**src/design/tss_pkg.sv**
```systemverilog
// shared types and constants of the triangle scanline span block
// no dependencies
package tss_pkg;

  localparam int COORD_BITS = 12;
  localparam int XW         = COORD_BITS + 1;
  localparam int PW         = 2 * COORD_BITS + 2;
  localparam int NW         = 2 * COORD_BITS + 3;
  localparam int DW         = COORD_BITS + 2;
  localparam int QB         = COORD_BITS;
  localparam int CFG_W      = 11;
  localparam int IDX_W      = 3;
  localparam int SW         = ((XW > CFG_W + 1) ? XW : CFG_W + 1) + 1;
  localparam int SETUP_LAT  = 2;
  localparam int SPAN_LAT   = 4;
  localparam int LATENCY    = 1 + SETUP_LAT + QB + SPAN_LAT;

  typedef logic signed [COORD_BITS-1:0] coord_t;
  typedef logic signed [XW-1:0]         xval_t;

  typedef enum logic [IDX_W-1:0] {
    REG_CLIP_LEFT    = 3'd0,
    REG_CLIP_TOP     = 3'd1,
    REG_CLIP_RIGHT   = 3'd2,
    REG_CLIP_BOTTOM  = 3'd3,
    REG_CANVAS_WIDTH = 3'd4
  } cfg_reg_t;

  typedef struct packed {
    coord_t      ax;
    coord_t      ay;
    coord_t      bx;
    coord_t      by;
    coord_t      cx;
    coord_t      cy;
    coord_t      row;
    logic [15:0] color_in;
  } in_item_t;

  typedef struct packed {
    logic        span_valid;
    logic [9:0]  span_row;
    logic [9:0]  first_column;
    logic [10:0] pixel_count;
    logic [20:0] byte_address;
    logic [15:0] color_out;
  } out_item_t;

  typedef struct packed {
    logic [CFG_W-1:0] clip_left;
    logic [CFG_W-1:0] clip_top;
    logic [CFG_W-1:0] clip_right;
    logic [CFG_W-1:0] clip_bottom;
    logic [CFG_W-1:0] canvas_width;
  } clip_cfg_t;

  typedef struct packed {
    logic  touch;
    logic  horiz;
    logic  neg;
    xval_t hlo;
    xval_t hhi;
  } edge_info_t;

  typedef struct packed {
    logic        valid;
    coord_t      row;
    logic [15:0] color;
  } side_t;

endpackage

```
**src/design/tss_div.sv**
```systemverilog
// pipelined restoring divider, one quotient bit per stage
// depends on tss_pkg
module tss_div (
  input  logic                   clk,
  input  logic [tss_pkg::NW-1:0] n_i,
  input  logic [tss_pkg::DW-1:0] d_i,
  output logic [tss_pkg::QB-1:0] q_o
);
  import tss_pkg::*;

  logic [NW-1:0] rem_r [QB];
  logic [DW-1:0] dd_r  [QB];
  logic [QB-1:0] q_r   [QB];

  for (genvar k = 0; k < QB; k++) begin : g_stage
    logic [NW-1:0] rem_in;
    logic [DW-1:0] d_in;
    logic [QB-1:0] q_in;
    logic [NW:0]   trial;
    logic          take;

    if (k == 0) begin : g_first
      assign rem_in = n_i;
      assign d_in   = d_i;
      assign q_in   = '0;
    end else begin : g_rest
      assign rem_in = rem_r[k-1];
      assign d_in   = dd_r[k-1];
      assign q_in   = q_r[k-1];
    end

    always_comb begin
      trial = {1'b0, rem_in} - ((NW+1)'(d_in) << (QB - 1 - k));
      take  = !trial[NW];
    end

    always_ff @(posedge clk) begin
      rem_r[k] <= take ? trial[NW-1:0] : rem_in;
      dd_r[k]  <= d_in;
      q_r[k]   <= {q_in[QB-2:0], take};
    end
  end

  assign q_o = q_r[QB-1];

endmodule

```
**config.mk**
```make
export PLATFORM = sky130hd
export DESIGN_NAME = tss_div
export DESIGN_NICKNAME = d
export VERILOG_FILES = /design/src/design/tss_pkg.sv /design/src/design/tss_div.sv
export SDC_FILE = /design/constraint.sdc
export NUM_CORES = 1
export LEC_CHECK = 0
export BUFFER_PORTS_ARGS = -buffer_cell sky130_fd_sc_hd__buf_2
export CAP_MARGIN = 30
export CORE_ASPECT_RATIO = 2
export CORE_UTILIZATION = 45
export CTS_BUF_LIST = sky130_fd_sc_hd__clkbuf_4 sky130_fd_sc_hd__clkbuf_8
export DETAILED_ROUTE_END_ITERATION = 8
export PLACE_DENSITY_LB_ADDON = 0.3
export RECOVER_POWER = 100
export SYNTH_ARGS = -nofsm -noshare
export SYNTH_HDL_FRONTEND = slang
export SYNTH_SLANG_ARGS = --single-unit
```
**constraint.sdc**
```tcl
create_clock -name clk -period 3.1 [get_ports clk]
set_clock_uncertainty 0.15 [all_clocks]
set_input_delay 0.155 -clock clk [delete_from_list [all_inputs] [get_ports clk]]
set_output_delay 0.155 -clock clk [all_outputs]
set_load 0.005 [all_outputs]
```
== Word level (Yosys, flattened, before mapping) ==
Memory sizes are Yosys's and may differ from the RTL's.
Index checks and enable logic that the tools add are counted.

* Register bits: 0
* Latch bits: 0
* Bits in writable memories: 636
* Memory bits (read-only): 0
* Bits of input ports: 42
* Word-level logic and storage cells: 39
* Memories kept: 3

{| class="wikitable"
|+ Memories
! name !! depth !! width !! read ports !! clocked after Yosys merged registers in !! write ports !! RTL line !! RTL
|-
| rem_r || 12 || 27 || 11 || 0 || 12 || tss_div.sv:11 || <nowiki>logic [NW-1:0] rem_r [QB];</nowiki>
|-
| dd_r || 12 || 14 || 11 || 0 || 12 || tss_div.sv:12 || <nowiki>logic [DW-1:0] dd_r [QB];</nowiki>
|-
| q_r || 12 || 12 || 12 || 0 || 12 || tss_div.sv:13 || <nowiki>logic [QB-1:0] q_r [QB];</nowiki>
|}

* Add/subtract/negate cells: 12
* Multiply operators: 0
* Div/mod/pow operators: 0
* Order comparisons: 0
* Equality and inequality tests: 0
* Shifts and indexed selects: 0
* Multiplexer cells: 12
* Bitwise gates (word level): 0
* Reductions and logical operators: 12

{| class="wikitable"
|+ Operators by type and width
! operator !! number
|-
| 27-bit 2-to-1 mux || 12
|-
| 27-bit by 14-bit subtractor with 28-bit output || 1
|-
| 27-bit by 15-bit subtractor with 28-bit output || 1
|-
| 27-bit by 16-bit subtractor with 28-bit output || 1
|-
| 27-bit by 17-bit subtractor with 28-bit output || 1
|-
| 27-bit by 18-bit subtractor with 28-bit output || 1
|-
| 27-bit by 19-bit subtractor with 28-bit output || 1
|-
| 27-bit by 20-bit subtractor with 28-bit output || 1
|-
| 27-bit by 21-bit subtractor with 28-bit output || 1
|-
| 27-bit by 22-bit subtractor with 28-bit output || 1
|-
| 27-bit by 23-bit subtractor with 28-bit output || 1
|-
| 27-bit by 24-bit subtractor with 28-bit output || 1
|-
| 27-bit by 25-bit subtractor with 28-bit output || 1
|-
| 1-bit zero test || 12
|}

== Longest topological paths before layout ==
An unclocked memory read counts as a cell.

* Depth after elaboration: 3
* Gate-level depth with buffers: 13
* Mapped depth without buffers: 11

== Least setup slack after synthesis ==
Ideal clock, no wire load.

* Path kind: register to register
* From: memory rem_r[5][5] in the netlist's numbering
* To: memory rem_r[6][12] in the netlist's numbering
* Library setup time: 0.121 ns
* Arrival: 2.532 ns
* Slack: 0.297 ns
* Cell stages (with the launch flop): 12
* Period minus slack after synthesis: 2.803 ns
* Cells stage by stage: dfxtp_1 > inv_1 > ha_1 > inv_1 > fa_1 > a211o_1 > a211oi_1 > o31ai_1 > o21ai_1 > nand2_1 > buf_1 > mux2_2

{| class="wikitable"
|+ RTL lines
! element !! RTL line
|-
| from (decl) || tss_div.sv:11
|}

==> summary.txt <==
Run status
  – Outcome: completed

Clock network
  – Clock Pin Slew Worst Setup and Hold Paths: around 60 ps
  – Longest Clk Path Bufs: 3
  – Clk_lat worst skew: between 600 and 700 ps
  – H-tree depth: 3
  – Clock sinks: roughly 530
  – TritonCTS buffer count: 74
  – CTS tree: built
  – Root Buffer: clkbuf_8

Logic synthesis
  – Mapped cell area: 22100 um^2
  – Synth Warn #: 0
  – Avg Cell Area, Syn: 9.69 um^2
  – Largest area contributor in the netlist: dfxtp_1
  – Area contributors post-synth: dfxtp_1 48%, ha_1 9.4%, inv_1 3.6%
  – Synth cell types: 81
  – Synth top area share: 0.479
  – Synth Register Bits: 529
  – Post-synthesis cell count: 2282
  – Post-synthesis sequential area ratio: 0.479
  – Async S/R FF share, synth: 0
  – Ys flop type: dfxtp_1
  – Post-synth net total: 2502
  – Post-synth EDFFs: 0

Critical path
  – Critical path class: reg -> reg
  – Worst path bufs/invs: 3
  – Max stage delay on crit path: 420 ps
  – CP arrival: between 3000 and 4000 ps
  – CP endpoint kind: flip-flop
  – Slowest CP cell: a2111o_1
  – Worst path cell trace: inv_1, ha_1, inv_1, fa_1, a211oi_2, buf_4, o21ai_1, a41oi_2, o21ai_2, a21o_1, a2111o_1, a21o_1
  – CP required: about 3500 ps
  – Crit start category: flip-flop
  – CP top delay family: compound AO/OA/AOI/OAI gates
  – Critical path fanouts, max: 4

STA
  – Final hold vios: 0
  – Final setup viols: 0
  – Slew headroom: 0.526
  – Fin. max-slew vios: 0
  – Worst setup margin: between 70 and 80 ps
  – FMAX: between 300 and 400 MHz
  – Final worst-path cycle share: 0.975
  – Minimum clock period: 3020 ps
  – Slew @ Worst Pin: 704 ps

Routing
  – DR vias: 16800
  – Drt pass-1 iters: 5
  – WL/cell: between 10 and 15 um
  – Vias per cell: between 5 and 6
  – Post-route ant nets: 0
  – DRC viols: 0
  – Routed Wire Length: between 40 and 50 mm
  – 1st-iter DRT viols: roughly 640

Power
  – Power Dens Cells: 1000 nW/um^2
  – Pleak: approximately 11 nW
  – Worst vdd ir: 0.000414 V

Floorplan
  – Die X: roughly 160 um
  – Core Rows: ~110
  – Starting density of the core: 0.456
  – DIE AREA: around 50000 um^2
  – Ports: 54
  – Total core area: 48500 um^2
  – Die H: ~320 um

GRT
  – Initial antenna violation count: 2
  – GR Overflow Total: 0
  – Vias in the first global route: approximately 18000
  – First-pass GRT wire length: around 77 mm
  – GRT Total Usage: 0.190
  – Largest net degree at the start of global routing: 30

Layout
  – Syn-to-layout area delta: 17.3%
  – Commonest non-fill, non-tap cell in the layout: dfxtp_1
  – Layout cells sized above 1: 0.121
  – Final core occ: 0.535
  – Commonest cells after routing, fill and taps aside: 529 x dfxtp_1, 211 x inv_1, 167 x ha_1
  – Final #Nets: 2728

Flow run
  – MaxCap Viol Count: 0

Placed design
  – Routability Congestion: a little over 0.9
  – DP Worst Slack: -12.2 ps
  – Hpwl dp: around 37 mm
  – I/O Buffers: 53

Min path
  – Hold WC Path Type: in -> reg
==> final timing paths <==
path | from | to | slack (ps) | cells past startpoint
min | d_i[1] | dd_r[0][1]$_DFF_P_ | 120 | 2
max | rem_r[6][4]$_DFF_P_ | rem_r[7][20]$_DFF_P_ | 80 | 12
max reg2reg | rem_r[6][4]$_DFF_P_ | rem_r[7][20]$_DFF_P_ | 80 | 12
min reg2reg | q_r[1][40]$_DFF_P_ | q_r[2][5]$_DFF_P_ | 170 | 0
==> logic make-up after synthesis <==
logic type               after synthesis  synth area share
buffers and inverters                255            0.0443
XOR/XNOR                             152            0.0602
AO/OA/AOI/OAI                        556             0.159
multiplexers                          50            0.0252
adder cells (fa/ha/maj)              178             0.104
AND/OR/NAND/NOR                      562             0.128
flip-flops                           529             0.479
==> cells in the mapped netlist (all sizes together), types with 9 or more instances <==
library cell	count
nor3	47
fa	11
o31a	9
a2111oi	9
o21a	30
dfxtp	529
o211ai	17
or4	13
nor2	123
o31ai	25
nand4	14
ha	167
or3	17
a211oi	28
nand2	161
mux2	45
a21oi	154
xnor2	78
xor2	74
o21ai	156
o21bai	13
nor2b	32
a31oi	18
clkbuf	32
nand2b	41
or2	14
and3	14
nor4	19
nand3	31
buf	10
a21o	39
inv	213
==> power by group <==
group / switching [mW] / internal, mW
clock: 2.52 / 3.12
combinational: 5.70 / 4.90
sequential: 1.15 / 8.68
==> final cells by class <==
cell class / count / area, um^2
diodes: 2 / 5.00
clock inverters: 13 / 154
clock buffers: 112 / 1430
well taps: 638 / 798
inverters: 213 / 800
multi-input cells: 1498 / 10600
flip-flops and latches: 529 / 10600
fillers: 4286 / 22500
repair buffers: 192 / 1550
==> stage by stage <==
| step | power, mW | cells | instance area, um^2 | hold slack, ps | setup TNS, ps |
|---|---|---|---|---|---|
| 3_3_place_gp | 20.1 | 2992 | 23600 | 109 | 0 |
| 6_report | 26.1 | 3197 | 26000 | 124 | 0 |
| 5_1_grt | 27.9 | 3197 | 26000 | 103 | -0.774 |
| 4_1_cts | 26.3 | 3194 | 25900 | 14.0 | 0 |
| 3_5_place_dp | 20.4 | 2992 | 23600 | 109 | -12.2 |
| 2_1_floorplan | 17.5 | 2282 | 22100 | 32.7 | 0 |
==> what timing repair did <==
action | CTS | global route
hold endpoints to repair | 42 | 0
setup endpoints to repair | 2 | 30
pin swaps | 0 | 3
gates resized for setup | 2 | 15
buffers inserted | 0 | 1
hold buffers | 77 | 0
==> registers in the layout, summed over array words and instances, names as in the netlist <==
register / cells
dd_r: 154
q_r: 78
rem_r: 297
==> layer usage <==
layer / GRT usage / routed length [um] / vias to the layer above
met4: 0.166 / 3680 / 0
met1: 0.115 / 13300 / 7848
li1: - / - / 8391
met2: 0.436 / 29200 / 342
met5: 0 / 0 / -
met3: 0.0281 / 1350 / 193
Power figures use the tool's default switching activity.
