File: src/design/tss_pkg.sv
// shared types and constants of the triangle scanline span block
// no dependencies
package tss_pkg;

  localparam int COORD_BITS = 12;
  localparam int XW         = COORD_BITS + 1;
  localparam int PW         = 2 * COORD_BITS + 2;
  localparam int NW         = 2 * COORD_BITS + 3;
  localparam int DW         = COORD_BITS + 2;
  localparam int QB         = COORD_BITS;
  localparam int CFG_W      = 11;
  localparam int IDX_W      = 3;
  localparam int SW         = ((XW > CFG_W + 1) ? XW : CFG_W + 1) + 1;
  localparam int SETUP_LAT  = 2;
  localparam int SPAN_LAT   = 4;
  localparam int LATENCY    = 1 + SETUP_LAT + QB + SPAN_LAT;

  typedef logic signed [COORD_BITS-1:0] coord_t;
  typedef logic signed [XW-1:0]         xval_t;

  typedef enum logic [IDX_W-1:0] {
    REG_CLIP_LEFT    = 3'd0,
    REG_CLIP_TOP     = 3'd1,
    REG_CLIP_RIGHT   = 3'd2,
    REG_CLIP_BOTTOM  = 3'd3,
    REG_CANVAS_WIDTH = 3'd4
  } cfg_reg_t;

  typedef struct packed {
    coord_t      ax;
    coord_t      ay;
    coord_t      bx;
    coord_t      by;
    coord_t      cx;
    coord_t      cy;
    coord_t      row;
    logic [15:0] color_in;
  } in_item_t;

  typedef struct packed {
    logic        span_valid;
    logic [9:0]  span_row;
    logic [9:0]  first_column;
    logic [10:0] pixel_count;
    logic [20:0] byte_address;
    logic [15:0] color_out;
  } out_item_t;

  typedef struct packed {
    logic [CFG_W-1:0] clip_left;
    logic [CFG_W-1:0] clip_top;
    logic [CFG_W-1:0] clip_right;
    logic [CFG_W-1:0] clip_bottom;
    logic [CFG_W-1:0] canvas_width;
  } clip_cfg_t;

  typedef struct packed {
    logic  touch;
    logic  horiz;
    logic  neg;
    xval_t hlo;
    xval_t hhi;
  } edge_info_t;

  typedef struct packed {
    logic        valid;
    coord_t      row;
    logic [15:0] color;
  } side_t;

endpackage

File: src/design/tss_edge.sv
// edge setup: crossing numerator and denominator for one triangle edge
// depends on tss_pkg
module tss_edge (
  input  logic                         clk,
  input  tss_pkg::coord_t              ex0,
  input  tss_pkg::coord_t              ey0,
  input  tss_pkg::coord_t              ex1,
  input  tss_pkg::coord_t              ey1,
  input  tss_pkg::coord_t              y,
  output logic [tss_pkg::NW-1:0]       n_o,
  output logic [tss_pkg::DW-1:0]       d_o,
  output tss_pkg::edge_info_t          info_o
);
  import tss_pkg::*;

  logic signed [XW-1:0] den, dx, dy;
  logic signed [PW-1:0] p1_nxt, p2_nxt, p1_r, p2_r;
  logic signed [XW-1:0] den_r;
  logic                 touch_nxt, touch_r, horiz_r;
  xval_t                hlo_nxt, hhi_nxt, hlo_r, hhi_r;

  logic signed [NW-1:0] num;
  logic [NW-1:0]        anum;
  logic [XW-1:0]        aden;
  logic [NW-1:0]        n_nxt, n_r;
  logic [DW-1:0]        d_nxt, d_r;
  edge_info_t           info_nxt, info_r;

  // stage 1: products
  always_comb begin
    den       = XW'(ey1) - XW'(ey0);
    dx        = XW'(ex1) - XW'(ex0);
    dy        = XW'(y) - XW'(ey0);
    p1_nxt    = PW'(ex0) * PW'(den);
    p2_nxt    = PW'(dx) * PW'(dy);
    touch_nxt = !(((y < ey0) && (y < ey1)) || ((y > ey0) && (y > ey1)));
    hlo_nxt   = (ex0 < ex1) ? XW'(ex0) : XW'(ex1);
    hhi_nxt   = (ex0 < ex1) ? XW'(ex1) : XW'(ex0);
  end

  always_ff @(posedge clk) begin
    p1_r    <= p1_nxt;
    p2_r    <= p2_nxt;
    den_r   <= den;
    touch_r <= touch_nxt;
    horiz_r <= (ey0 == ey1);
    hlo_r   <= hlo_nxt;
    hhi_r   <= hhi_nxt;
  end

  // stage 2: rounding-biased magnitudes for the divider
  always_comb begin
    num   = NW'(p1_r) + NW'(p2_r);
    anum  = num[NW-1] ? NW'(-num) : NW'(num);
    aden  = den_r[XW-1] ? XW'(-den_r) : XW'(den_r);
    n_nxt = (anum << 1) + NW'(aden);
    d_nxt = {aden, 1'b0};
    info_nxt.touch = touch_r;
    info_nxt.horiz = horiz_r;
    info_nxt.neg   = num[NW-1] ^ den_r[XW-1];
    info_nxt.hlo   = hlo_r;
    info_nxt.hhi   = hhi_r;
  end

  always_ff @(posedge clk) begin
    n_r    <= n_nxt;
    d_r    <= d_nxt;
    info_r <= info_nxt;
  end

  assign n_o    = n_r;
  assign d_o    = d_r;
  assign info_o = info_r;

endmodule

File: config.mk
export PLATFORM = sky130hd
export DESIGN_NAME = tss_edge
export DESIGN_NICKNAME = d
export VERILOG_FILES = /design/src/design/tss_pkg.sv /design/src/design/tss_edge.sv
export SDC_FILE = /design/constraint.sdc
export NUM_CORES = 1
export LEC_CHECK = 0
export ABC_AREA = 0
export BUFFER_PORTS_ARGS = -buffer_cell sky130_fd_sc_hd__buf_2
export CAP_MARGIN = 0
export CORE_MARGIN = 2
export CORE_UTILIZATION = 65
export CTS_BUF_LIST = sky130_fd_sc_hd__clkbuf_16
export DETAILED_ROUTE_END_ITERATION = 8
export GPL_ROUTABILITY_DRIVEN = 0
export GPL_TIMING_DRIVEN = 0
export PLACE_DENSITY = 0.85
export SLEW_MARGIN = 5
export SYNTH_ARGS = -nofsm -noshare
export SYNTH_HDL_FRONTEND = slang
export SYNTH_SLANG_ARGS = --single-unit
File: constraint.sdc
create_clock -name clk -period 16 [get_ports clk]
set_input_delay 0 -clock clk [delete_from_list [all_inputs] [get_ports clk]]
set_output_delay 0 -clock clk [all_outputs]
set_load 0.02 [all_outputs]
=== Word level (Yosys, flattened, before mapping) ===
Cells that the tools add are included.

* Register bits: 161
* Word-level logic and storage cells: 38
* Input port bits: 61
* Output and inout port bits: 70

* Add/sub/neg operators: 7
* Muxes and demuxes: 4
* Reductions and logical operators: 4
* Eq/ne operators: 1
* Bitwise gates (word level): 1
* Multipliers: 2
* Order comparisons: 5

{| class="wikitable"
|+ Operator list
! operator !! number
|-
| $mux 13 || 3
|-
| $sub 12x12->13 || 3
|-
| $lt 12x12->1 || 3
|-
| $add 25x26->27 || 1
|-
| $add 27x13->27 || 1
|-
| $mul 13x13->26 || 1
|-
| $mux 26 || 1
|-
| $neg 26->26 || 1
|-
| $mul 12x13->25 || 1
|-
| $gt 12x12->1 || 2
|-
| $neg 13->13 || 1
|-
| $eq 12x12->1 || 1
|-
| $logic_and 1x1->1 || 2
|-
| $logic_not 1->1 || 1
|-
| $logic_or 1x1->1 || 1
|-
| $xor 1x1->1 || 1
|}

=== Longest topological paths before layout ===
* Depth in word-level cells: 4
* Depth in mapped cells: 35
* Gate-level depth less buffers: 35

=== Worst setup path before layout ===
No wires, ideal clock.

* Path type: input -> register
* From: in ey0[1]
* To: reg, netlist name p1_r[24]
* Setup time: 0.126 ns
* Arrival time: 7.309 ns
* Path slack: 8.564 ns
* Required time: 15.874 ns
* Buffers on the path: 1
* Stages on the path: 31
* Cells stage by stage: inv_1 -> ha_1 -> nor2b_1 -> o21ai_0 -> a21boi_0 -> o21ai_0 -> a21boi_0 -> o21ai_0 -> nand2b_1 -> a21o_1 -> a21o_1 -> a21o_1 -> a21oi_1 -> clkbuf_1 -> mux2_2 -> fa_1 -> inv_1 -> fa_1 -> fa_1 -> fa_1 -> fa_1 -> ha_1 -> nand2_1 -> o21ai_0 -> a211oi_1 -> o21ai_0 -> a31oi_1 -> a2111oi_0 -> o21ai_0 -> a21oi_1 -> a31oi_1

* Cells in the longest elaborated chain, start to end: 2

{| class="wikitable"
|+ Ends and longest elaborated chain
! element !! line !! text
|-
| from (decl) || tss_edge.sv:6 || <nowiki>input tss_pkg::coord_t ey0,</nowiki>
|-
| $sub 12x12->13 || tss_edge.sv:31 || <nowiki>den = XW'(ey1) - XW'(ey0);</nowiki>
|-
| $mul 12x13->25 || tss_edge.sv:34 || <nowiki>p1_nxt = PW'(ex0) * PW'(den);</nowiki>
|-
| net p1_nxt[24] || tss_edge.sv:17 || <nowiki>logic signed [PW-1:0] p1_nxt, p2_nxt, p1_r, p2_r;</nowiki>
|}

The timed path passes the listed nets, and every way through them passes these cells.

=== Worst setup path after layout ===
* From: in ex0[2]
* To: reg p2_r[25]

* Cells in the longest elaborated chain, start to end: 2

{| class="wikitable"
|+ Ends and longest elaborated chain
! element !! line !! text
|-
| from (decl) || tss_edge.sv:5 || <nowiki>input tss_pkg::coord_t ex0,</nowiki>
|-
| $sub 12x12->13 || tss_edge.sv:32 || <nowiki>dx = XW'(ex1) - XW'(ex0);</nowiki>
|-
| $mul 13x13->26 || tss_edge.sv:35 || <nowiki>p2_nxt = PW'(dx) * PW'(dy);</nowiki>
|-
| net p2_nxt[25] || tss_edge.sv:17 ||
|-
| to (signal assigned) || tss_edge.sv:43 || <nowiki>p2_r <= p2_nxt;</nowiki>
|-
| to (decl) || tss_edge.sv:17 ||
|}

The timed path passes the listed nets, and every way through them passes these cells.

==> impl_results.md <==
* Finished Cell Area at around 23000 sq um
* Area leader, netlist: fa_1
* Root Driver: clkbuf_16
* Post-synth EDFFs at 0
* Achievable frequency at around 110 MHz
* Final hold slack at around 0.058 ns
* Resized Gates After CTS at 0
* Worst EP arrival at 9.65 ns
* Final Util at 73.0%
* Synth area leaders: fa_1 (30%), dfxtp_1 (15%), ha_1 (13%)
* Max-cap violations at 0
* Syn Area/Cell at between 9 and 10 sq um
* I/O Buffers at between 100 and 150
* #FFs+latches synth at ~160
* Reg2reg setup slack at 9.08 ns
* Global route overflow at 0
* Setup Buffers After CTS at 0
* Sequential area share after synthesis at between 10% and 20%
* Post-detail-place hpwl at between 40 and 50 mm
* Post-synth cell types at 86
* Min-Delay Path Class: primary input to flop
* Reg clk slew, reported paths at around 0.07 ns
* # rows at between 60 and 70
* Main synth FF type: dfxtp_1
* H-Tree Depth at 4
* CP Capture Type: flop
* Worst-skew pair later-pin latency at about 0.45 ns
* WL/cell at ~18 microns
* Area post-placement at 22100 sq um
* Mapped Area at ~21000 sq um
* Total track usage at 33.8%
* Final Cycle Share at roughly three fifths
* Area growth syn-to-layout at 10.0%
* Outcome: finished, final reports clean
* Unrepaired setup endpoints after global routing: no
* Final wirelength at roughly 54 mm
* Worst Tran Pin Value at ~1.1 ns
* Initial Util at ~66%
* Clk buf depth at 2
* Post-Syn Instances at 2323
* Final nets at around 3100
* CTS Buf Count at 17
* First-pass GRT wire length at 89.2 mm
* Ys async rst share at 0%
* Syn Nets at 2908
* Slew HR at 29.7%
* DR vias/cell at about 5.9
* Worst path max stage delay at just over 0.7 ns
* Post-synth top area share at 30.0%
* Setup TNS at 0 ns
* Max-slew violation count at 0
* Clock sink count at 156
* Die height at ~180 microns
* CTS tree: done
* Min cycle time layout at just over 9 ns
* CP Launch Type: primary input
* Layout Skew at about 0.0075 ns
* Layout cells sized above 1 at under 10%
* DRC errors left at 0
* Count of final hold-check violations at 0
* Worst EP required at around 16 ns
* First drt pass iteration count at 7
* Remaining antenna violation count at 0
* Largest net degree at the start of global routing at 19
* Highest net fanout along the worst path at 10
* Yosys warns at 0
* CORE AREA at 31600 sq um
* Hold_buf cts at 33
* Initial DRC Count at 1386
* Initial antenna violation count at 1
* Critical path's most frequent cell: fa_1
* Setup Viol. Count Final at 0
* Vias after detailed routing at around 17000
* Die Width at about 180 microns
* Total die area at 33700 sq um
* WS Path Type: primary input to flop
* Number of global-route vias before repair at approximately 19000
* Io pins at 131
* CP max-delay cell: fa_1
routing by layer:
metal | routed length [microns] | track usage (%) | vias up
li1 | - | - | 7759
met1 | 20200 | 39.2 | 8372
met5 | 18 | 0 | -
met3 | 4410 | 7.07 | 262
met2 | 25900 | 58.2 | 907
met4 | 3320 | 19.0 | 2
layout by cell type, fill, tap and decap left out, types with 12 or more instances in the layout:
cell,Yosys,final
dfxtp_1,156,156
and3_1,17,17
ha_1,210,210
buf_2,6,134
inv_1,418,418
nand2_1,247,247
clkbuf_16,0,17
nor4_1,12,12
o21ai_0,58,58
and2_1,52,52
a31oi_1,18,18
dlygate4sd3_1,0,33
nand2b_1,49,49
a21oi_1,63,63
nor2_1,132,132
nor2b_1,26,26
xor2_1,48,48
o21a_1,13,13
nor3_1,26,26
fa_1,314,314
a21o_1,42,42
xnor2_1,113,113
clkbuf_1,62,62
o21bai_1,16,16
nand3_1,28,28
mux2_2,34,34
nand4_1,22,22
cell type report:
cell class / instances / area, sq um
antenna: 1 / 2.50
buffer: 75 / 323
clock buffer: 17 / 425
clock inverter: 15 / 199
fill: 2222 / 8550
inverter: 418 / 1570
multi-input combinational: 1674 / 16000
sequential: 156 / 3120
tap: 402 / 503
timing repair buffer: 161 / 971
logic make-up (layout without fill, tap and decap cells):
logic type / Yosys count / after routing / synth area share [%]
simple gates: 646 / 646 / 14.9
fa+ha+maj: 524 / 524 / 42.5
buf+inv: 493 / 686 / 9.02
compound gates: 301 / 301 / 9.79
xor+xnor: 162 / 162 / 6.80
flops: 156 / 156 / 14.9
mux: 40 / 40 / 2.11
other cells: 1 / 2 / 0.0179
worst paths after layout:
path / cells after the start / end / startpoint
max reg2reg: 24 / n_o[22]$_DFF_P_ / p1_r[0]$_DFF_P_
min reg2reg: 0 / info_o[14]$_DFF_P_ / hlo_r[1]$_DFF_P_
max: 35 / p2_r[25]$_DFF_P_ / ex0[2]
min: 4 / horiz_r$_DFF_P_ / ey1[1]
worst max-delay path: cells and delay by family:
kind	cells	cell delay, ns
compound gates	12	2.72
xor+xnor	1	0.20
fa+ha+maj	8	3.85
buf+inv	8	2.13
simple gates	6	0.73
metrics by stage:
stage	cells	setup WS, ns
after floorplan	2323	8.56
after global placement	2853	7.12
after detailed placement	2853	6.94
after CTS	2918	6.90
after global routing	2918	6.16
final	2919	6.68
synthesized netlist by cell type (all sizes together) (34+ instances only):
cell type,n
a21o,42
nand2b,49
o21ai,63
ha,210
dfxtp,156
nand2,247
inv,418
fa,314
mux2,34
clkbuf,62
a21oi,64
nor2,132
xnor2,114
xor2,48
and2,53
registers in the layout, indices dropped and copies added (netlist names):
signal / flops
info_o: 27
p1_r: 25
horiz_r: 1
touch_r: 1
p2_r: 26
hlo_r: 12
den_r: 13
hhi_r: 12
n_o: 27
d_o: 12
Power is not shown: default switching activity piles up to over one toggle a cycle in this logic, so the estimate is an artifact.
