--- src/design/tss_pkg.sv ---
// shared types and constants of the triangle scanline span block
// no dependencies
package tss_pkg;

  localparam int COORD_BITS = 12;
  localparam int XW         = COORD_BITS + 1;
  localparam int PW         = 2 * COORD_BITS + 2;
  localparam int NW         = 2 * COORD_BITS + 3;
  localparam int DW         = COORD_BITS + 2;
  localparam int QB         = COORD_BITS;
  localparam int CFG_W      = 11;
  localparam int IDX_W      = 3;
  localparam int SW         = ((XW > CFG_W + 1) ? XW : CFG_W + 1) + 1;
  localparam int SETUP_LAT  = 2;
  localparam int SPAN_LAT   = 4;
  localparam int LATENCY    = 1 + SETUP_LAT + QB + SPAN_LAT;

  typedef logic signed [COORD_BITS-1:0] coord_t;
  typedef logic signed [XW-1:0]         xval_t;

  typedef enum logic [IDX_W-1:0] {
    REG_CLIP_LEFT    = 3'd0,
    REG_CLIP_TOP     = 3'd1,
    REG_CLIP_RIGHT   = 3'd2,
    REG_CLIP_BOTTOM  = 3'd3,
    REG_CANVAS_WIDTH = 3'd4
  } cfg_reg_t;

  typedef struct packed {
    coord_t      ax;
    coord_t      ay;
    coord_t      bx;
    coord_t      by;
    coord_t      cx;
    coord_t      cy;
    coord_t      row;
    logic [15:0] color_in;
  } in_item_t;

  typedef struct packed {
    logic        span_valid;
    logic [9:0]  span_row;
    logic [9:0]  first_column;
    logic [10:0] pixel_count;
    logic [20:0] byte_address;
    logic [15:0] color_out;
  } out_item_t;

  typedef struct packed {
    logic [CFG_W-1:0] clip_left;
    logic [CFG_W-1:0] clip_top;
    logic [CFG_W-1:0] clip_right;
    logic [CFG_W-1:0] clip_bottom;
    logic [CFG_W-1:0] canvas_width;
  } clip_cfg_t;

  typedef struct packed {
    logic  touch;
    logic  horiz;
    logic  neg;
    xval_t hlo;
    xval_t hhi;
  } edge_info_t;

  typedef struct packed {
    logic        valid;
    coord_t      row;
    logic [15:0] color;
  } side_t;

endpackage

--- src/design/tss_span.sv ---
// span merge, clip and address generation, four register stages
// depends on tss_pkg
module tss_span (
  input  logic                               clk,
  input  logic                               rst_n,
  input  logic                               valid_i,
  input  tss_pkg::coord_t                    y_i,
  input  logic [15:0]                        color_i,
  input  logic [2:0][tss_pkg::QB-1:0]        q_i,
  input  tss_pkg::edge_info_t [2:0]          info_i,
  input  tss_pkg::clip_cfg_t                 cfg_i,
  output logic                               strobe_o,
  output tss_pkg::out_item_t                 data_o
);
  import tss_pkg::*;

  // stage a: per edge extent
  logic        va_r;
  coord_t      ya_r;
  logic [15:0] cola_r;
  logic [2:0]  eh_r;
  xval_t       elo_r [3];
  xval_t       ehi_r [3];
  xval_t       qs    [3];

  always_comb begin
    for (int e = 0; e < 3; e++) begin
      qs[e] = info_i[e].neg ? -XW'(q_i[e]) : XW'(q_i[e]);
    end
  end

  always_ff @(posedge clk) begin
    if (!rst_n) begin
      va_r <= 1'b0;
    end else begin
      va_r <= valid_i;
    end
    ya_r   <= y_i;
    cola_r <= color_i;
    for (int e = 0; e < 3; e++) begin
      eh_r[e]  <= info_i[e].touch;
      elo_r[e] <= info_i[e].horiz ? info_i[e].hlo : qs[e];
      ehi_r[e] <= info_i[e].horiz ? info_i[e].hhi : qs[e];
    end
  end

  // stage b: merge the per edge extents
  logic        vb_r, have_nxt, have_r;
  coord_t      yb_r;
  logic [15:0] colb_r;
  xval_t       lo_nxt, hi_nxt, lo_r, hi_r;

  always_comb begin
    have_nxt = 1'b0;
    lo_nxt   = '0;
    hi_nxt   = '0;
    for (int e = 0; e < 3; e++) begin
      if (eh_r[e]) begin
        if (!have_nxt || elo_r[e] < lo_nxt) lo_nxt = elo_r[e];
        if (!have_nxt || ehi_r[e] > hi_nxt) hi_nxt = ehi_r[e];
        have_nxt = 1'b1;
      end
    end
  end

  always_ff @(posedge clk) begin
    if (!rst_n) begin
      vb_r <= 1'b0;
    end else begin
      vb_r <= va_r;
    end
    yb_r   <= ya_r;
    colb_r <= cola_r;
    have_r <= have_nxt;
    lo_r   <= lo_nxt;
    hi_r   <= hi_nxt;
  end

  // stage c: clip and row stride product
  logic signed [SW-1:0] lo_e, hi1_e, ye, cl, ct, cr, cb, x0, x1, cnt;
  logic                 ok_nxt;
  logic [CFG_W-1:0]     yu;
  logic                 vc_r, okc_r;
  logic [CFG_W-1:0]     x0_r, yu_r;
  logic [10:0]          cnt_r;
  logic [2*CFG_W-1:0]   prod_r;
  logic [15:0]          colc_r;

  always_comb begin
    lo_e   = SW'(lo_r);
    hi1_e  = SW'(hi_r) + SW'(1);
    ye     = SW'(yb_r);
    cl     = $signed(SW'(cfg_i.clip_left));
    ct     = $signed(SW'(cfg_i.clip_top));
    cr     = $signed(SW'(cfg_i.clip_right));
    cb     = $signed(SW'(cfg_i.clip_bottom));
    x0     = (lo_e > cl) ? lo_e : cl;
    x1     = (hi1_e < cr) ? hi1_e : cr;
    cnt    = x1 - x0;
    ok_nxt = have_r && (x0 < x1) && (ye >= ct) && (ye < cb);
    yu     = ye[CFG_W-1:0];
  end

  always_ff @(posedge clk) begin
    if (!rst_n) begin
      vc_r <= 1'b0;
    end else begin
      vc_r <= vb_r;
    end
    okc_r  <= ok_nxt;
    x0_r   <= x0[CFG_W-1:0];
    yu_r   <= yu;
    cnt_r  <= cnt[10:0];
    prod_r <= yu * cfg_i.canvas_width;
    colc_r <= colb_r;
  end

  // stage d: byte address and output register
  logic [19:0] pix;
  out_item_t   data_nxt, data_r;
  logic        strobe_r;

  always_comb begin
    pix                   = prod_r[19:0] + 20'(x0_r);
    data_nxt.span_valid   = okc_r;
    data_nxt.span_row     = okc_r ? yu_r[9:0] : '0;
    data_nxt.first_column = okc_r ? x0_r[9:0] : '0;
    data_nxt.pixel_count  = okc_r ? cnt_r : '0;
    data_nxt.byte_address = okc_r ? {pix, 1'b0} : '0;
    data_nxt.color_out    = colc_r;
  end

  always_ff @(posedge clk) begin
    if (!rst_n) begin
      strobe_r <= 1'b0;
    end else begin
      strobe_r <= vc_r;
    end
    data_r <= data_nxt;
  end

  assign strobe_o = strobe_r;
  assign data_o   = data_r;

endmodule

--- config.mk ---
export PLATFORM = sky130hd
export DESIGN_NAME = tss_span
export DESIGN_NICKNAME = d
export VERILOG_FILES = /design/src/design/tss_pkg.sv /design/src/design/tss_span.sv
export SDC_FILE = /design/constraint.sdc
export NUM_CORES = 1
export LEC_CHECK = 0
export ABC_AREA = 0
export ABC_CLOCK_PERIOD_IN_PS = 6200
export BUFFER_PORTS_ARGS = -buffer_cell sky130_fd_sc_hd__buf_2
export CAP_MARGIN = 0
export CORE_MARGIN = 2
export CORE_UTILIZATION = 57
export DETAILED_ROUTE_END_ITERATION = 10
export PLACE_DENSITY = 0.81
export SLEW_MARGIN = 5
export SYNTH_ARGS = -nofsm -noshare
export SYNTH_HDL_FRONTEND = slang
export SYNTH_SLANG_ARGS = --single-unit
--- constraint.sdc ---
create_clock -name clk -period 6.2 [get_ports clk]
set_input_delay 0.62 -clock clk [delete_from_list [all_inputs] [get_ports clk]]
set_output_delay 0.62 -clock clk [all_outputs]
set_load 0.05 [all_outputs]
# [Yosys cells after proc, flatten, opt, wreduce, memory -nomap -nowiden]
# Memories as Yosys holds them, arrays and structs flattened.
# Cells that the tools add are included.
[classes] order_cmp=9 mul=1 reduce_logical=9 n_mux=23 addsub=6
[ops] cell="$mux W13" count=19
[ops] cell="$neg A12 Y13" count=3
[ops] cell="$mux W14" count=2
[ops] cell="$gt A13 B13 Y1" count=2
[ops] cell="$lt A13 B13 Y1" count=2
[ops] cell="$add A20 B11 Y20" count=1
[ops] cell="$mul A11 B11 Y20" count=1
[ops] cell="$add A13 B2 Y14 const B" count=1
[ops] cell="$lt A14 B12 Y1" count=1
[ops] cell="$lt A14 B14 Y1" count=1
[ops] cell="$gt A13 B12 Y1" count=1
[ops] cell="$ge A12 B12 Y1" count=1
[ops] cell="$lt A12 B12 Y1" count=1
[ops] cell="$sub A11 B11 Y11" count=1
[ops] cell="$logic_or A1 B1 Y1" count=4
[ops] cell="$logic_and A1 B1 Y1" count=3
[ops] cell="$logic_not A1 Y1" count=2
[ops] cell="$mux W1" count=2
[word_totals] reg_bits=228 mem_count=2 elab_cells=75 ramBits=78
[memory_table] memory="ehi_r" words=3 width=13 read_ports=3 rd_ports_with_merged_regs=0 write_ports=3 line="tss_span.sv:23" source="xval_t ehi_r [3];"
[memory_table] memory="elo_r" words=3 width=13 read_ports=3 rd_ports_with_merged_regs=0 write_ports=3 line="tss_span.sv:22" source="xval_t elo_r [3];"

# [Logic depth before layout (Yosys ltp)]
# Gate-level depths: netlist (run 1).
# An unclocked memory read counts as a cell.
[logic_depth] ltp_word=10 mapped_depth=27

# [Worst setup path after synthesis (run 1)]
# OpenSTA, ideal clock, no wires.
[synth_timing] kind="input-to-reg" from="input port cfg_i[10] in the netlist's numbering" to="register prod_r[18]" t_required_ns=6.128 path_slack_ns=0.975 cell_stages=17 arrival_ns=5.153 setup_time_ns=0.072 path_cell_list="clkbuf_1 nand2_1 fa_1 inv_1 fa_1 fa_1 fa_1 fa_1 ha_1 or2_2 a21oi_1 a31oi_1 a21o_1 a21oi_1 o21bai_1 a21oi_1 xnor2_1"
[synth_between] elab_chain_cells=1
[synth_lines] element="start: declaration" line="tss_span.sv:11" source="input tss_pkg::clip_cfg_t cfg_i,"
[synth_lines] element="$mul A11 B11 Y20" line="tss_span.sv:114" source="prod_r <= yu * cfg_i.canvas_width;"
[synth_lines] element="end signal: assignment" line="tss_span.sv:114"
[synth_lines] element="end: declaration" line="tss_span.sv:86" source="logic [2*CFG_W-1:0] prod_r;"
# No other way between the ends.
# A chain may end at the register's enable or synchronous reset.

# [Worst setup path in the final report (run 1)]
[layout_timing] from="register yb_r[4]" to="register prod_r[19]"
[layout_between] elab_chain_cells=1
[layout_lines] element="start: declaration" line="tss_span.sv:49" source="coord_t yb_r;"
[layout_lines] element="start signal: assignment" line="tss_span.sv:72" source="yb_r <= ya_r;"
[layout_lines] element="$mul A11 B11 Y20" line="tss_span.sv:114"
# No other way between the ends.

==> impl_metrics.env, run 1 <==
export IMPL_numCtsBuffers=31
export IMPL_rsz0062_at_grt="false"
export IMPL_power_frac_clock=0.262
export IMPL_stdcell_count=2483
export IMPL_syn_area_sq_um=16810
export IMPL_drc=0
export IMPL_vias=13120
export IMPL_place_congestion=0.9543
export IMPL_core_sq_um=28860
export IMPL_p_int_mw=4.842
export IMPL_async_reset_ff_frac=0
export IMPL_clk_pin_slew_ns=0.06
export IMPL_drt_initial_drc_count=789
export IMPL_slowest_stage="dfxtp_1"
export IMPL_clockRootBuffer="clkbuf_16"
export IMPL_cts_setup_buffers=0
export IMPL_synth_compound_area_frac=0.1151
export IMPL_start_util=0.5825
export IMPL_cp_startpoint="yb_r[4]"
export IMPL_cpPeakStageDelay_ns=0.73
export IMPL_cts_root_to_sink_buffers=3
export IMPL_place_ws_ns=0.6812
export IMPL_wl_per_cell_um=16.28
export IMPL_grt_overflow=0
export IMPL_finish_instance_area_sq_um=19620
export IMPL_p_seq_frac=0.325
export IMPL_synth_edf_count=0
export IMPL_antenna_found_initial=1
export IMPL_hpwl_um=32790
export IMPL_wl_um=40420
export IMPL_p_switching_mw=2.638
export IMPL_timing_fmax_mhz=180.7
export IMPL_cp_start_kind="register"
export IMPL_portBuffers=277
export IMPL_powerDensity_nw_per_um2=381.3
export IMPL_placed_area_sq_um=18510
export IMPL_synth_mux_area_frac=0.02479
export IMPL_ys_ff_latch=305
export IMPL_h_tree_depth=1
export IMPL_fin_crit_ns=5.533
export IMPL_yosys_area_share_simple=0.1576
export IMPL_rr_startpoint="yb_r[4]"
export IMPL_grt_max_degree=45
export IMPL_yosysSeqAreaShare=0.3633
export IMPL_tritoncts="yes"
export IMPL_yosysWarningCount=0
export IMPL_report_final_hold_viol_count=0
export IMPL_die_area_sq_um=30880
export IMPL_cp_end_kind="register"
export IMPL_path_cells="nand2_1 > fa_1 > inv_1 > fa_1 > ha_1 > fa_1 > fa_1 > ha_1 > o21a_1 > o31a_1 > nor2_1 > o21ai_0 > a41oi_1 > a21oi_1 > a41oi_1 > mux2i_1 > o311ai_0"
export IMPL_hp_start="info_i[86]"
export IMPL_track_usage=0.2642
export IMPL_synthXorXnorAreaFrac=0.03856
export IMPL_ir_worst_vdd_mv=0.2312
export IMPL_switching_share=0.3527
export IMPL_relSlewSlack=0.2591
export IMPL_grt_pass1_vias=13300
export IMPL_ys_flop_type="dfxtp_1"
export IMPL_crit_top_cell="fa_1"
export IMPL_cts_sinks=305
export IMPL_crit_arrival_ns=5.94
export IMPL_ios=279
export IMPL_power_mw=7.480
export IMPL_required_ns=6.61
export IMPL_hp_class="primary input to register"
export IMPL_fillers=2287
export IMPL_synth_top_family_by_area="adder cells"
export IMPL_crit_family="adder cells"
export IMPL_rows=62
export IMPL_slew_violations=0
export IMPL_finalSetupViolCount=0
export IMPL_synth_cell_type_count=64
export IMPL_fin_tns_setup_ns=0
export IMPL_combinationalPowerShare=0.413
export IMPL_drive_above_1_share=0.1735
export IMPL_synthAdderAreaFrac=0.2325
export IMPL_dp_cells=2425
export IMPL_cts_resized=0
export IMPL_ant_nets=0
export IMPL_layout_nets=2546
export IMPL_drv_cap=0
export IMPL_critPathBufInv=1
export IMPL_worstSkewPairLatency_ns=0.55
export IMPL_first_pass_iters=5
export IMPL_fin_crit_sh=0.8924
export IMPL_finClkSkew_ns=0.01417
export IMPL_syn_inst=1814
export IMPL_tightest_slew_ns=1.107
export IMPL_die_x_um=175.7
export IMPL_path_max_fanout=14
export IMPL_synth_avg_cell_area_sq_um=9.266
export IMPL_status="finished clean"
export IMPL_vias_per_cell=5.283
export IMPL_holdBufCountCts=0
export IMPL_critPathKind="register to register"
export IMPL_die_h_um=175.7
export IMPL_power_leakage_nw=9.817
export IMPL_postLayoutSetupSlackWorst_ns=0.6674
export IMPL_area_growth_pct=16.71
export IMPL_grt_pass1_wl_um=65630
==> cells by family (layout without fill, tap and decap cells) <==
kind of cell,count (synthesis),in the layout
buffers and inverters,296,578
other,1,4
AO/OA/AOI/OAI,307,307
AND/OR/NAND/NOR,527,527
XOR/XNOR,74,74
adder cells (fa/ha/maj),264,264
multiplexers,40,40
flip-flops,305,305
==> cell usage after synthesis, types with 4 or more instances <==
| cell type | number | area (sq um) |
|---|---|---|
| a211oi_1 | 8 | 60.06 |
| a21boi_0 | 4 | 30.03 |
| a21o_1 | 17 | 127.6 |
| a21oi_1 | 116 | 580.6 |
| a22oi_1 | 12 | 90.09 |
| a31oi_1 | 15 | 93.84 |
| a32oi_1 | 11 | 96.34 |
| and2_1 | 112 | 700.7 |
| and3_1 | 19 | 118.9 |
| buf_1 | 4 | 15.01 |
| clkbuf_1 | 54 | 202.7 |
| dfxtp_1 | 305 | 6106 |
| fa_1 | 81 | 1622 |
| ha_1 | 182 | 2277 |
| inv_1 | 232 | 870.8 |
| mux2_2 | 13 | 146.4 |
| mux2i_1 | 27 | 270.3 |
| nand2_1 | 186 | 698.2 |
| nand2b_1 | 18 | 112.6 |
| nand3_1 | 36 | 180.2 |
| nand3b_1 | 4 | 30.03 |
| nand4_1 | 11 | 68.82 |
| nor2_1 | 61 | 229.0 |
| nor2b_1 | 30 | 187.7 |
| nor3_1 | 15 | 75.07 |
| nor3b_1 | 6 | 45.04 |
| o211ai_1 | 10 | 75.07 |
| o21a_1 | 15 | 112.6 |
| o21ai_0 | 49 | 245.2 |
| o21bai_1 | 14 | 105.1 |
| o31ai_1 | 7 | 52.55 |
| o41ai_1 | 5 | 43.79 |
| or2_2 | 4 | 25.02 |
| or3_1 | 15 | 93.84 |
| xnor2_1 | 59 | 516.8 |
| xor2_1 | 15 | 131.4 |
==> routing by layer <==
layer / GRT usage / vias to the layer above / wire length [um]
li1: - / 6513 / -
met1: 0.3366 / 6023 / 17660
met2: 0.4593 / 486 / 19000
met3: 0.03918 / 95 / 2466
met4: 0.08919 / 0 / 1297
met5: 0 / - / 0
==> worst paths after layout <==
check | end | slack (ns) | cells past startpoint
worst max-delay path | prod_r[19] | 0.67 | 17
worst min-delay path | eh_r[2] | 0.16 | 1
worst max register to register | prod_r[19] | 0.67 | 17
worst min register to register | colb_r[9] | 0.32 | 0
==> power groups by stage <==
stage                     Combinational (mW)  Clock, mW  Sequential (mW)
after global routing                    3.47       2.08             2.46
after detailed placement                3.04          0             2.47
final                                   3.09       1.96             2.43
after CTS                               3.07       2.01             2.43
after global placement                  2.91          0             2.46
after floorplan                         2.31          0             2.49
==> through the flow <==
step	hold slack [ns]	util
finish	0.1647	0.6798
global placement	0.3101	0.6413
floorplan	0.3096	-
CTS	0.1358	0.6797
global route	0.1378	0.6797
detailed placement	0.3121	0.6413
==> layout make-up <==
type / instances / area, sq um / share of cell area
Timing Repair Buffer: 289 / 1476 / 0.07526
Tap cell: 384 / 480.5 / 0.02449
Clock buffer: 42 / 877.1 / 0.04471
Antenna cell: 1 / 2.502 / 0.0001276
Multi-Input combinational cell: 1215 / 9574 / 0.4880
Clock inverter: 15 / 230.2 / 0.01174
Inverter: 232 / 870.8 / 0.04439
Sequential cell: 305 / 6106 / 0.3112
==> sequential cells by signal (all words and copies together) (netlist names), 11 cells and up <==
register / cells
cnt_r: 11
cola_r: 16
colb_r: 16
colc_r: 16
data_o: 68
ehi_r: 39
elo_r: 39
hi_r: 13
lo_r: 13
prod_r: 20
x0_r: 11
ya_r: 12
yb_r: 12
==> placed cells by master (no fill, tap or decap), types with 27 or more instances in the layout <==
cell type | synthesis | final
xnor2_1 | 59 | 59
nand2_1 | 186 | 186
clkbuf_16 | 0 | 31
nand3_1 | 36 | 36
o21ai_0 | 49 | 49
mux2i_1 | 27 | 27
a21oi_1 | 116 | 116
nor2_1 | 61 | 61
ha_1 | 182 | 182
dfxtp_1 | 305 | 305
buf_2 | 3 | 277
fa_1 | 81 | 81
inv_1 | 232 | 232
and2_1 | 112 | 112
nor2b_1 | 30 | 30
No activity file was read; power rests on OpenSTA's default activity.
==> run 2, diff against run 1 <==
--- a/config.mk
+++ b/config.mk
@@ -6,7 +6,7 @@
 export NUM_CORES = 1
 export LEC_CHECK = 0
 export ABC_AREA = 0
-export ABC_CLOCK_PERIOD_IN_PS = 6200
+export ABC_CLOCK_PERIOD_IN_PS = 6100
 export BUFFER_PORTS_ARGS = -buffer_cell sky130_fd_sc_hd__buf_2
 export CAP_MARGIN = 0
 export CORE_MARGIN = 2
==> constraint.sdc (replaced) <==
create_clock -name clk -period 6.1 [get_ports clk]
set_input_delay 0.61 -clock clk [delete_from_list [all_inputs] [get_ports clk]]
set_output_delay 0.61 -clock clk [all_outputs]
set_load 0.05 [all_outputs]
==> impl_metrics.env, run 2 (same netlist as run 1, synthesis figures left out) <==
export IMPL_start_util=0.5825
export IMPL_rr_startpoint="yb_r[3]"
export IMPL_regArea_sq_um=6106
export IMPL_cp_start_kind="register"
export IMPL_hpwl_um=32880
export IMPL_die_x_um=175.7
export IMPL_cts_setup_buffers=0
export IMPL_r2r_slack_ns=0.68
export IMPL_track_usage=0.2640
export IMPL_die_area_sq_um=30880
export IMPL_tritoncts="yes"
export IMPL_stdcell_count=2483
export IMPL_fin_tns_setup_ns=0
export IMPL_portBuffers=277
export IMPL_grt_max_degree=45
export IMPL_cts_sinks=305
export IMPL_drt_initial_drc_count=747
export IMPL_core_sq_um=28860
export IMPL_place_ws_ns=0.6371
export IMPL_cp_startpoint="yb_r[3]"
export IMPL_worstSkewPairLatency_ns=0.55
export IMPL_numCtsBuffers=30
export IMPL_drive_above_1_share=0.1731
export IMPL_hp_class="primary input to register"
export IMPL_path_max_fanout=14
export IMPL_finalSetupViolCount=0
export IMPL_layout_nets=2548
export IMPL_grt_pass1_wl_um=65340
export IMPL_area_growth_pct=16.20
export IMPL_ant_nets=0
export IMPL_postLayoutSetupSlackWorst_ns=0.6835
export IMPL_cp_end_kind="register"
export IMPL_crit_arrival_ns=5.82
export IMPL_clk_pin_slew_ns=0.06
export IMPL_hp_start="info_i[86]"
export IMPL_relSlewSlack=0.2489
export IMPL_mostFrequentLayoutCells="dfxtp_1, buf_2, inv_1, nand2_1, ha_1"
export IMPL_required_ns=6.50
export IMPL_rsz0062_at_grt="false"
export IMPL_wl_um=40770
export IMPL_cts_resized=0
export IMPL_dp_cells=2428
export IMPL_clockRootBuffer="clkbuf_16"
export IMPL_vias_per_cell=5.296
export IMPL_final_common_cell="dfxtp_1"
export IMPL_power_leakage_nw=9.780
export IMPL_powerDensity_nw_per_um2=381.0
export IMPL_drc=0
export IMPL_largest_reg_flops=68
export IMPL_power_mw=7.440
export IMPL_holdBufCountCts=0
export IMPL_grt_overflow=0
export IMPL_vias=13150
export IMPL_tightest_slew_ns=1.123
export IMPL_fin_crit_ns=5.417
export IMPL_timing_fmax_mhz=184.6
export IMPL_critPathKind="register to register"
export IMPL_place_congestion=0.9532
export IMPL_status="finished clean"
export IMPL_fillers=2277
export IMPL_rows=62
export IMPL_antenna_found_initial=1
export IMPL_cts_root_to_sink_buffers=3
export IMPL_fin_crit_sh=0.8880
export IMPL_multi_input_area_sq_um=9574
export IMPL_ios=279
export IMPL_die_h_um=175.7
export IMPL_grt_pass1_vias=13220
export IMPL_drv_cap=0
export IMPL_slew_violations=0
export IMPL_ir_worst_vdd_mv=0.2533
export IMPL_wl_per_cell_um=16.42
export IMPL_finClkSkew_ns=0.01815
export IMPL_h_tree_depth=1
export IMPL_first_pass_iters=6
export IMPL_report_final_hold_viol_count=0
-- run 2: cell types whose count changed in the layout (fill, tap and decap cells not counted) --
cell       before  now
clkinv_4        2    3
diode_2         1    2
buf_4          12   15
clkinv_2        1    3
clkbuf_8        6    5
inv_6           4    1
bufinv_16       5    2
-- run 2: layout make-up --
type | count | share of cell area
antenna | 2 | 0.0002562
clock buffer | 41 | 0.04420
inverter | 232 | 0.04459
multi-input combinational | 1215 | 0.4902
timing repair buffer | 292 | 0.07675
tap | 384 | 0.02460
sequential | 305 | 0.3126
clock inverter | 12 | 0.006791
-- run 2: worst max-delay path: stages (launching register included) --
cell	delay, ns
dfxtp_1	0.70
nand2_1	0.16
fa_1	0.56
inv_1	0.05
fa_1	0.46
ha_1	0.33
fa_1	0.51
fa_1	0.49
ha_1	0.35
o21a_1	0.13
o31a_1	0.11
nor2_1	0.13
o21ai_0	0.15
a41oi_1	0.31
a21oi_1	0.16
a41oi_1	0.33
mux2i_1	0.21
o311ai_0	0.13
-- run 2: power by group --
part	leakage, nW	internal, mW	switching [mW]
Combinational	6.75	1.40	1.75
Sequential	2.55	2.30	0.175
Clock	0.481	1.07	0.746
Total	9.78	4.77	2.67
-- run 2: path summary, 6_finish.rpt --
path,cells past startpoint,endpoint
hold / removal,1,eh_r[2]
setup / recovery,17,prod_r[19]
hold reg to reg,0,colc_r[9]
setup reg to reg,17,prod_r[19]
-- run 2: metal layers --
metal	global-route usage	vias to the layer above	routed length (um)	part of all wire
li1	-	6525	-	-
met1	0.3387	6040	17660	0.43
met2	0.4511	496	18880	0.46
met3	0.04286	88	2776	0.068
met4	0.09401	0	1450	0.036
met5	0	-	0	0
-- run 2: metrics by stage --
step / area [sq um] / utilization / hold slack (ns)
floorplan: 16820 / - / 0.3096
global placement: 18530 / 0.6421 / 0.3104
detailed placement: 18530 / 0.6421 / 0.3121
CTS: 19530 / 0.6766 / 0.1352
global route: 19530 / 0.6766 / 0.1302
finish: 19530 / 0.6768 / 0.1558
